==> src/rtl/rlp_pkg.sv <==
// Package: types, codes and constants shared by the radio link pairing controller.
package rlp_pkg;

    localparam int TIMER_BITS_DEF = 17;
    localparam int CFG_DATA_W     = 16;
    localparam int CFG_INDEX_W    = 3;
    localparam int QDEPTH         = 2;
    localparam int QAW            = $clog2(QDEPTH);
    localparam int QCW            = $clog2(QDEPTH + 1);

    localparam logic [1:0] ACT_TICK   = 2'd0;
    localparam logic [1:0] ACT_PKT    = 2'd1;
    localparam logic [1:0] ACT_UNPAIR = 2'd2;
    localparam logic [1:0] ACT_NONE   = 2'd3;

    localparam logic [1:0] MODE_HUNT = 2'd0;
    localparam logic [1:0] MODE_PAIR = 2'd1;
    localparam logic [1:0] MODE_LINK = 2'd2;

    localparam logic [1:0] CAUSE_NONE    = 2'd0;
    localparam logic [1:0] CAUSE_TIMEOUT = 2'd1;
    localparam logic [1:0] CAUSE_SILENT  = 2'd2;
    localparam logic [1:0] CAUSE_UNPAIR  = 2'd3;

    localparam logic [CFG_INDEX_W-1:0] REG_HOP_PERIOD  = 3'd0;
    localparam logic [CFG_INDEX_W-1:0] REG_REQ_PERIOD  = 3'd1;
    localparam logic [CFG_INDEX_W-1:0] REG_PAIR_WAIT   = 3'd2;
    localparam logic [CFG_INDEX_W-1:0] REG_SILENCE     = 3'd3;
    localparam logic [CFG_INDEX_W-1:0] REG_FIRST_CH    = 3'd4;
    localparam logic [CFG_INDEX_W-1:0] REG_LAST_CH     = 3'd5;
    localparam logic [CFG_INDEX_W-1:0] REG_MAX_LEN     = 3'd6;

    localparam logic [15:0] RST_HOP_PERIOD = 16'd250;
    localparam logic [15:0] RST_REQ_PERIOD = 16'd1000;
    localparam logic [15:0] RST_PAIR_WAIT  = 16'd30000;
    localparam logic [15:0] RST_SILENCE    = 16'd5000;
    localparam logic [3:0]  RST_FIRST_CH   = 4'd1;
    localparam logic [3:0]  RST_LAST_CH    = 4'd13;
    localparam logic [7:0]  RST_MAX_LEN    = 8'd250;

    localparam logic [7:0] CH_BRACE = 8'h7B;
    localparam logic [7:0] CH_QUOTE = 8'h22;
    localparam logic [7:0] CH_H     = 8'h68;
    localparam logic [7:0] CH_B     = 8'h62;
    localparam logic [7:0] CH_P     = 8'h70;
    localparam logic [7:0] CH_A     = 8'h61;
    localparam logic [7:0] HEAD_LEN = 8'd5;

    typedef struct packed {
        logic [1:0]  action;
        logic [47:0] src_mac;
        logic [7:0]  pkt_len;
        logic [7:0]  byte_0;
        logic [7:0]  byte_1;
        logic [7:0]  byte_2;
        logic [7:0]  byte_3;
        logic [7:0]  byte_4;
    } in_item_t;

    typedef struct packed {
        logic [1:0]  link_mode;
        logic [3:0]  radio_channel;
        logic        channel_changed;
        logic        send_pair_request;
        logic [47:0] peer_address;
        logic        payload_accepted;
        logic        peer_released;
        logic [1:0]  return_cause;
    } out_item_t;

    typedef struct packed {
        logic [15:0] hop_period;
        logic [15:0] req_period;
        logic [15:0] pair_wait;
        logic [15:0] silence_limit;
        logic [3:0]  first_channel;
        logic [3:0]  last_channel;
        logic [7:0]  max_packet_len;
    } cfg_t;

    typedef struct packed {
        logic [1:0]  kind;
        logic        pkt_ok;
        logic        is_hb;
        logic        is_pa;
        logic [47:0] src_mac;
    } cmd_t;

endpackage

==> src/rtl/rlp_front.sv <==
// Front end: accepts input beats and classifies them into commands.
module rlp_front
    import rlp_pkg::*;
(
    input  logic      in_valid,
    output logic      in_stall,
    input  in_item_t  in_data,
    input  logic [7:0] max_packet_len,
    input  logic      q_full,
    output logic      push,
    output cmd_t      cmd
);

    logic ok;
    logic head;

    assign in_stall = q_full;
    assign push     = in_valid && !q_full;

    assign ok   = (in_data.pkt_len != 8'd0) && (in_data.pkt_len <= max_packet_len)
                  && (in_data.byte_0 == CH_BRACE);
    assign head = ok && (in_data.pkt_len >= HEAD_LEN) && (in_data.byte_1 == CH_QUOTE)
                  && (in_data.byte_4 == CH_QUOTE);

    always_comb
    begin
        cmd         = '0;
        cmd.kind    = in_data.action;
        cmd.src_mac = in_data.src_mac;
        cmd.pkt_ok  = ok;
        cmd.is_hb   = head && (in_data.byte_2 == CH_H) && (in_data.byte_3 == CH_B);
        cmd.is_pa   = head && (in_data.byte_2 == CH_P) && (in_data.byte_3 == CH_A);
    end

endmodule

==> src/rtl/rlp_cmd_fifo.sv <==
// Short command queue between the front end and the back end.
module rlp_cmd_fifo
    import rlp_pkg::*;
(
    input  logic clk,
    input  logic rst_n,
    input  logic push,
    input  cmd_t push_cmd,
    input  logic pop,
    output cmd_t pop_cmd,
    output logic empty,
    output logic full
);

    cmd_t           mem [QDEPTH];
    logic [QAW-1:0] wr_ptr_reg, wr_ptr_next;
    logic [QAW-1:0] rd_ptr_reg, rd_ptr_next;
    logic [QCW-1:0] count_reg, count_next;

    assign empty   = (count_reg == '0);
    assign full    = (count_reg == QCW'(QDEPTH));
    assign pop_cmd = mem[rd_ptr_reg];

    always_comb
    begin
        wr_ptr_next = wr_ptr_reg;
        rd_ptr_next = rd_ptr_reg;
        count_next  = count_reg;
        if (push)
        begin
            wr_ptr_next = (wr_ptr_reg == QAW'(QDEPTH - 1)) ? '0 : wr_ptr_reg + 1'b1;
        end
        if (pop)
        begin
            rd_ptr_next = (rd_ptr_reg == QAW'(QDEPTH - 1)) ? '0 : rd_ptr_reg + 1'b1;
        end
        if (push && !pop)
        begin
            count_next = count_reg + 1'b1;
        end
        else if (pop && !push)
        begin
            count_next = count_reg - 1'b1;
        end
    end

    always_ff @(posedge clk)
    begin
        if (push)
        begin
            mem[wr_ptr_reg] <= push_cmd;
        end
    end

    always_ff @(posedge clk or negedge rst_n)
    begin
        if (!rst_n)
        begin
            wr_ptr_reg <= '0;
            rd_ptr_reg <= '0;
            count_reg  <= '0;
        end
        else
        begin
            wr_ptr_reg <= wr_ptr_next;
            rd_ptr_reg <= rd_ptr_next;
            count_reg  <= count_next;
        end
    end

endmodule

==> src/rtl/rlp_back.sv <==
// Back end: mode, channel and timer state; builds the result beat.
module rlp_back
    import rlp_pkg::*;
#(
    parameter int TIMER_BITS = TIMER_BITS_DEF
)
(
    input  logic      clk,
    input  logic      rst_n,
    input  cfg_t      cfg,
    input  logic      q_empty,
    input  cmd_t      cmd,
    output logic      pop,
    output logic      out_valid,
    input  logic      out_stall,
    output out_item_t out_data
);

    localparam int CW = (TIMER_BITS > 16) ? TIMER_BITS : 16;
    localparam logic [TIMER_BITS-1:0] TMAX = '1;

    logic [1:0]            mode_reg, mode_next;
    logic [3:0]            channel_reg, channel_next;
    logic [47:0]           peer_mac_reg, peer_mac_next;
    logic [TIMER_BITS-1:0] hop_reg, hop_next;
    logic [TIMER_BITS-1:0] req_reg, req_next;
    logic [TIMER_BITS-1:0] pair_reg, pair_next;
    logic [TIMER_BITS-1:0] sil_reg, sil_next;
    logic                  out_valid_reg, out_valid_next;
    out_item_t             out_reg, out_next;
    logic [TIMER_BITS-1:0] hop_inc, req_inc, pair_inc, sil_inc;

    assign pop       = !q_empty && (!out_valid_reg || !out_stall);
    assign out_valid = out_valid_reg;
    assign out_data  = out_reg;

    assign hop_inc  = (hop_reg == TMAX)  ? hop_reg  : hop_reg + 1'b1;
    assign req_inc  = (req_reg == TMAX)  ? req_reg  : req_reg + 1'b1;
    assign pair_inc = (pair_reg == TMAX) ? pair_reg : pair_reg + 1'b1;
    assign sil_inc  = (sil_reg == TMAX)  ? sil_reg  : sil_reg + 1'b1;

    always_comb
    begin
        mode_next     = mode_reg;
        channel_next  = channel_reg;
        peer_mac_next = peer_mac_reg;
        hop_next      = hop_reg;
        req_next      = req_reg;
        pair_next     = pair_reg;
        sil_next      = sil_reg;
        out_next      = '0;
        if (pop)
        begin
            case (cmd.kind)
                ACT_TICK:
                begin
                    if (mode_reg == MODE_HUNT)
                    begin
                        hop_next = hop_inc;
                        if (CW'(hop_inc) >= CW'(cfg.hop_period))
                        begin
                            hop_next = '0;
                            channel_next = (channel_reg >= cfg.last_channel) ?
                                           cfg.first_channel : channel_reg + 4'd1;
                            out_next.channel_changed = 1'b1;
                        end
                    end
                    else if (mode_reg == MODE_PAIR)
                    begin
                        req_next  = req_inc;
                        pair_next = pair_inc;
                        sil_next  = sil_inc;
                        if (CW'(req_inc) >= CW'(cfg.req_period))
                        begin
                            req_next = '0;
                            out_next.send_pair_request = 1'b1;
                        end
                        if (CW'(pair_inc) > CW'(cfg.pair_wait))
                        begin
                            mode_next = MODE_HUNT;
                            hop_next  = '0;
                            out_next.peer_released = 1'b1;
                            out_next.return_cause  = CAUSE_TIMEOUT;
                        end
                    end
                    else
                    begin
                        sil_next = sil_inc;
                        if (CW'(sil_inc) > CW'(cfg.silence_limit))
                        begin
                            mode_next = MODE_HUNT;
                            hop_next  = '0;
                            out_next.peer_released = 1'b1;
                            out_next.return_cause  = CAUSE_SILENT;
                        end
                    end
                end
                ACT_PKT:
                begin
                    if (cmd.pkt_ok)
                    begin
                        if (mode_reg == MODE_HUNT)
                        begin
                            if (cmd.is_hb)
                            begin
                                peer_mac_next = cmd.src_mac;
                                mode_next     = MODE_PAIR;
                                pair_next     = '0;
                                req_next      = TMAX;
                                sil_next      = '0;
                            end
                        end
                        else if (cmd.src_mac == peer_mac_reg)
                        begin
                            sil_next = '0;
                            if (cmd.is_pa)
                            begin
                                mode_next = MODE_LINK;
                            end
                            else if (!cmd.is_hb && mode_reg == MODE_LINK)
                            begin
                                out_next.payload_accepted = 1'b1;
                            end
                        end
                    end
                end
                ACT_UNPAIR:
                begin
                    mode_next = MODE_HUNT;
                    hop_next  = '0;
                    if (mode_reg != MODE_HUNT)
                    begin
                        out_next.peer_released = 1'b1;
                        out_next.return_cause  = CAUSE_UNPAIR;
                    end
                end
                default:
                begin
                end
            endcase
        end
        out_next.link_mode     = mode_next;
        out_next.radio_channel = channel_next;
        out_next.peer_address  = peer_mac_next;
        out_valid_next = out_valid_reg && out_stall;
        if (pop)
        begin
            out_valid_next = 1'b1;
        end
    end

    always_ff @(posedge clk)
    begin
        if (pop)
        begin
            out_reg <= out_next;
        end
    end

    always_ff @(posedge clk or negedge rst_n)
    begin
        if (!rst_n)
        begin
            mode_reg      <= MODE_HUNT;
            channel_reg   <= RST_FIRST_CH;
            peer_mac_reg  <= '0;
            hop_reg       <= '0;
            req_reg       <= '0;
            pair_reg      <= '0;
            sil_reg       <= '0;
            out_valid_reg <= 1'b0;
        end
        else
        begin
            mode_reg      <= mode_next;
            channel_reg   <= channel_next;
            peer_mac_reg  <= peer_mac_next;
            hop_reg       <= hop_next;
            req_reg       <= req_next;
            pair_reg      <= pair_next;
            sil_reg       <= sil_next;
            out_valid_reg <= out_valid_next;
        end
    end

    a_mode_legal: assert property (@(posedge clk) disable iff (!rst_n)
        mode_reg == MODE_HUNT || mode_reg == MODE_PAIR || mode_reg == MODE_LINK)
        else $error("mode register holds an unused code");

    a_release_hunt: assert property (@(posedge clk) disable iff (!rst_n)
        out_valid_reg && out_reg.peer_released |->
            out_reg.link_mode == MODE_HUNT && out_reg.return_cause != CAUSE_NONE)
        else $error("release beat without hunt mode or cause");

    a_payload_linked: assert property (@(posedge clk) disable iff (!rst_n)
        out_valid_reg && out_reg.payload_accepted |-> out_reg.link_mode == MODE_LINK)
        else $error("payload flagged outside linked mode");

    a_step_hunt: assert property (@(posedge clk) disable iff (!rst_n)
        out_valid_reg && out_reg.channel_changed |->
            out_reg.link_mode == MODE_HUNT && !out_reg.send_pair_request)
        else $error("channel stepped outside hunt mode");

    a_mode_tracks: assert property (@(posedge clk) disable iff (!rst_n)
        pop |=> out_reg.link_mode == mode_reg && out_reg.radio_channel == channel_reg)
        else $error("result beat disagrees with state");

endmodule

==> src/rtl/radio_link_pairing_fsm.sv <==
// Top level of the radio link pairing controller: config registers and front/queue/back.
// An accepted beat is queued, then popped into the output register behind out_valid.
// Throughput: one beat per cycle while out_stall is low; the two-entry command queue and
// the output register let input and output stall independently; in_stall is q_full.
// Reset (rst_n, async, active low): hunting mode, channel 1, peer 0, timers 0,
// config registers at their documented defaults, queue and output empty.
module radio_link_pairing_fsm
    import rlp_pkg::*;
#(
    parameter int TIMER_BITS = TIMER_BITS_DEF
)
(
    input  logic                   clk,
    input  logic                   rst_n,
    input  logic                   cfg_wr_en,
    input  logic [CFG_INDEX_W-1:0] cfg_index,
    input  logic [CFG_DATA_W-1:0]  cfg_data,
    input  logic                   in_valid,
    output logic                   in_stall,
    input  in_item_t               in_data,
    output logic                   out_valid,
    input  logic                   out_stall,
    output out_item_t              out_data
);

    cfg_t cfg_reg;
    logic q_full;
    logic q_empty;
    logic push;
    logic pop;
    cmd_t push_cmd;
    cmd_t pop_cmd;

    always_ff @(posedge clk or negedge rst_n)
    begin
        if (!rst_n)
        begin
            cfg_reg.hop_period     <= RST_HOP_PERIOD;
            cfg_reg.req_period     <= RST_REQ_PERIOD;
            cfg_reg.pair_wait      <= RST_PAIR_WAIT;
            cfg_reg.silence_limit  <= RST_SILENCE;
            cfg_reg.first_channel  <= RST_FIRST_CH;
            cfg_reg.last_channel   <= RST_LAST_CH;
            cfg_reg.max_packet_len <= RST_MAX_LEN;
        end
        else if (cfg_wr_en)
        begin
            case (cfg_index)
                REG_HOP_PERIOD: cfg_reg.hop_period     <= cfg_data;
                REG_REQ_PERIOD: cfg_reg.req_period     <= cfg_data;
                REG_PAIR_WAIT:  cfg_reg.pair_wait      <= cfg_data;
                REG_SILENCE:    cfg_reg.silence_limit  <= cfg_data;
                REG_FIRST_CH:   cfg_reg.first_channel  <= cfg_data[3:0];
                REG_LAST_CH:    cfg_reg.last_channel   <= cfg_data[3:0];
                REG_MAX_LEN:    cfg_reg.max_packet_len <= cfg_data[7:0];
                default:
                begin
                end
            endcase
        end
    end

    rlp_front u_front (
        .in_valid       (in_valid),
        .in_stall       (in_stall),
        .in_data        (in_data),
        .max_packet_len (cfg_reg.max_packet_len),
        .q_full         (q_full),
        .push           (push),
        .cmd            (push_cmd)
    );

    rlp_cmd_fifo u_fifo (
        .clk      (clk),
        .rst_n    (rst_n),
        .push     (push),
        .push_cmd (push_cmd),
        .pop      (pop),
        .pop_cmd  (pop_cmd),
        .empty    (q_empty),
        .full     (q_full)
    );

    rlp_back #(
        .TIMER_BITS (TIMER_BITS)
    ) u_back (
        .clk       (clk),
        .rst_n     (rst_n),
        .cfg       (cfg_reg),
        .q_empty   (q_empty),
        .cmd       (pop_cmd),
        .pop       (pop),
        .out_valid (out_valid),
        .out_stall (out_stall),
        .out_data  (out_data)
    );

endmodule

==> config.mk <==
export PLATFORM = sky130hd
export DESIGN_NAME = radio_link_pairing_fsm
export DESIGN_NICKNAME = d
export VERILOG_FILES = /design/src/rtl/rlp_pkg.sv /design/src/rtl/rlp_front.sv /design/src/rtl/rlp_cmd_fifo.sv /design/src/rtl/rlp_back.sv /design/src/rtl/radio_link_pairing_fsm.sv
export SDC_FILE = /design/constraint.sdc
export NUM_CORES = 1
export LEC_CHECK = 0
export ABC_AREA = 1
export BUFFER_PORTS_ARGS = -buffer_cell sky130_fd_sc_hd__buf_2
export CAP_MARGIN = 0
export CORE_MARGIN = 2
export CORE_UTILIZATION = 55
export CTS_CLUSTER_SIZE = 12
export DETAILED_ROUTE_END_ITERATION = 12
export PLACE_DENSITY = 0.75
export SYNTH_ARGS = -nofsm -noshare
export SYNTH_HDL_FRONTEND = slang
export SYNTH_SLANG_ARGS = --single-unit
==> constraint.sdc <==
create_clock -name clk -period 7 [get_ports clk]
set_clock_uncertainty 0.2 [all_clocks]
set_input_delay 1.75 -clock clk [delete_from_list [all_inputs] [get_ports clk]]
set_output_delay 1.75 -clock clk [all_outputs]
set_load 0.02 [all_outputs]
==> reports/qor.yml <==
initialDrtViolationCount: 1092
synth_seq_area_share: 0.551
cts-resized-gates: 0
cts_inserted_buffers: 40
path_cells: "ha_1 > nand2_1 > nor3_1 > nand3_1 > nor2_1 > nand2_1 > nand4_1 > nor3_1 > or2_2 > nand2_1 > inv_1 > ha_1 > nand2_1 > inv_1 > nand4_1 > nor2_1 > nand3_1 > nand3_1 > nand2_1 > nand2_1 > nand3_1 > nor2_1 > nand2_1 > nand2_1"
clock-sinks: 373
min_to: "cfg_reg[47]"
ys_ff_latch: 373
r2r_start: "u_back.pair_reg[1]"
synthTopCellsByArea: "edfxtp_1, dfrtp_1, nand2_1, inv_1, ha_1"
fin_crit_sh: 0.761
initial_core_util: 0.555
core_um2: 33400
clk_pin_slew_ns: 0.06
drc_errors: 0
grt_pass1_vias: 14630
antenna_found_initial: 2
dr_total_vias: 14700
final_area_um2: 21100
cp.required_ns: 7.28
wire_per_inst_um: 15.5
clockRootBuffer: "clkbuf_16"
p_leak_nw: 9.98
grt_use_total: 0.247
finalWeightedCongestion: 0.921
finalHoldViolCount: 0
slowest_stage: "nor2_1"
hold_class: "flip-flop to flip-flop"
syn-cell-area_um2: 18500
reg2reg_depth: 24
worst_slew_pin_slew_ns: 1.05
final_util: 0.634
syn_to_final_growth_pct: 14.2
overflow: 0
whs_ns: 0.285
yosysWarnings: 0
clockBufferDepth: 3
drive_gt1_frac: 0.134
vias_per_cell: 5.34
dp_hpwl_um: 29600
diodes: 0
cts_tree: "done"
finalCriticalPeriod_ns: 5.32
insertion_delay_ns: 0.55
path_class: "flip-flop to flip-flop"
finalSetupViolCount: 0
yosysTopAreaCellShare: 0.269
ys_types: 43
crit_path_start: "u_back.pair_reg[1]"
die_w_um: 187
ios: 184
finalMaxSlewViolations: 0
grt_pass1_wl_um: 70400
ir_drop_mv: 0.272
port_buffers: 183
r2r_end: "u_back.hop_reg[15]"
cap_violations: 0
grt_max_degree: 113
cpMostUsedCell: "nand2_1"
synth_nets: 2289
htreeDepth: 2
antenna_left: 0
core.rowCount: 67
wl_um: 42700
powerDensity_nw_per_um2: 405
layout.nets: 2476
rsz0062_at_grt: "no"
drtPass1Iterations: 6
endpoint_kind: "flip-flop"
crit_path_max_incr_delay_ns: 1.06
die_h_um: 187
cts_setup_buffers: 0
hold_depth: 2
critical_path_peak_fanout: 19
largest_register_ffs: 106
r2r_slack_ns: 1.68
crit_path_start_kind: "flip-flop"
max_freq_mhz: 188
synth.avg_cell_area_um2: 8.88
nFillCells: 2762
hold_path_startpoint: "cfg_reg[47]"
cts_hold_buf: 0
synth_top_area_cell: "edfxtp_1"
critPathArrivalTime_ns: 5.60
syn-instance-count: 2085
die_area_um2: 35200
setup_tns_ns: 0
relSlewSlack: 0.298
outcome: "finished, final reports clean"
dpl_cell_area_um2: 19900
kinds of logic after synthesis:
group	share of synthesized area
DFF	0.551
buffers and inverters	0.0724
and+or+nand+nor	0.215
AOI/OAI and AO/OA	0.0791
xor gates and xnor gates	0.0246
adders and majority gates	0.0554
muxes	0.00169
cell type report:
class                      count  area (µm²)  share of cell area
sequential                   373       10200               0.483
multi-input combinational   1369        6990               0.330
clock buffer                  66        1180              0.0557
inverter                     294        1100              0.0522
timing repair buffer         194        1010              0.0476
tap                          448         561              0.0265
clock inverter                 8         100             0.00473
layout by cell type (no fill, tap or decap), drive strengths merged, types with 4 or more instances in the layout:
master  count
dfrtp     172
ha         82
xnor2       8
dfstp      35
or2         9
o22ai       7
a21oi      64
nand2     611
clkbuf     67
o211ai      9
a211oi      5
nor4       15
buf       193
nor3       36
nand3     105
xor2       44
inv       296
nand4      47
nor2      128
edfxtp    166
a22o        4
o21ai     177
power by group:
part	switching [mW]	total, mW	internal, mW
registers	0.349	3.47	3.12
logic	2.07	3.04	0.971
clock network	0.855	2.05	1.19
total	3.28	8.56	5.29
synthesized netlist by cell type, drive strengths merged:
cell type,n
o31ai,2
or4,1
a211oi,5
a22o,4
a21o,2
o2111ai,2
dfstp,35
nor4,15
o22ai,7
dfrtp,172
o21ai,177
inv,294
mux2i,2
a31o,1
buf,24
nand3b,3
nor3,36
nor2,128
nand2,611
a21oi,64
nand4,47
nand3,105
a22oi,1
clkbuf,25
o21bai,1
and2,1
xnor2,8
edfxtp,166
xor2,44
o211ai,9
ha,82
nor3b,1
or2,9
mux2,1
through the flow:
stage	power [mW]	instances	worst slack [ns]
6_report	8.56	2752	1.68
5_1_grt	9.16	2752	1.12
4_1_cts	8.60	2752	1.77
3_5_place_dp	6.53	2678	1.81
3_3_place_gp	6.38	2678	2.09
2_1_floorplan	5.64	2085	2.20
worst max-delay path, delay by kind of cell, from the launching register on:
family / cells / cell delay, ns
AND/OR/NAND/NOR: 20 / 4.10
adder cells (fa/ha/maj): 2 / 0.47
flip-flops: 1 / 0.36
buffers and inverters: 2 / 0.11
per-layer routing:
layer / part of all wire / global-route usage
met5: 0.00066 / 0
met2: 0.49 / 0.426
met3: 0.060 / 0.0392
met1: 0.42 / 0.318
met4: 0.027 / 0.0863
worst max path at each step:
stage                          to  slack [ns]  cells after the start
2_1_floorplan    u_fifo.mem[1][0]        2.20                      2
3_3_place_gp   u_back.hop_reg[12]        2.09                     24
3_5_place_dp   u_back.hop_reg[15]        1.81                     24
4_1_cts        u_back.hop_reg[15]        1.77                     24
5_1_grt        u_back.hop_reg[15]        1.12                     24
6_report       u_back.hop_reg[15]        1.68                     24
(Power assumes the default switching activity.)
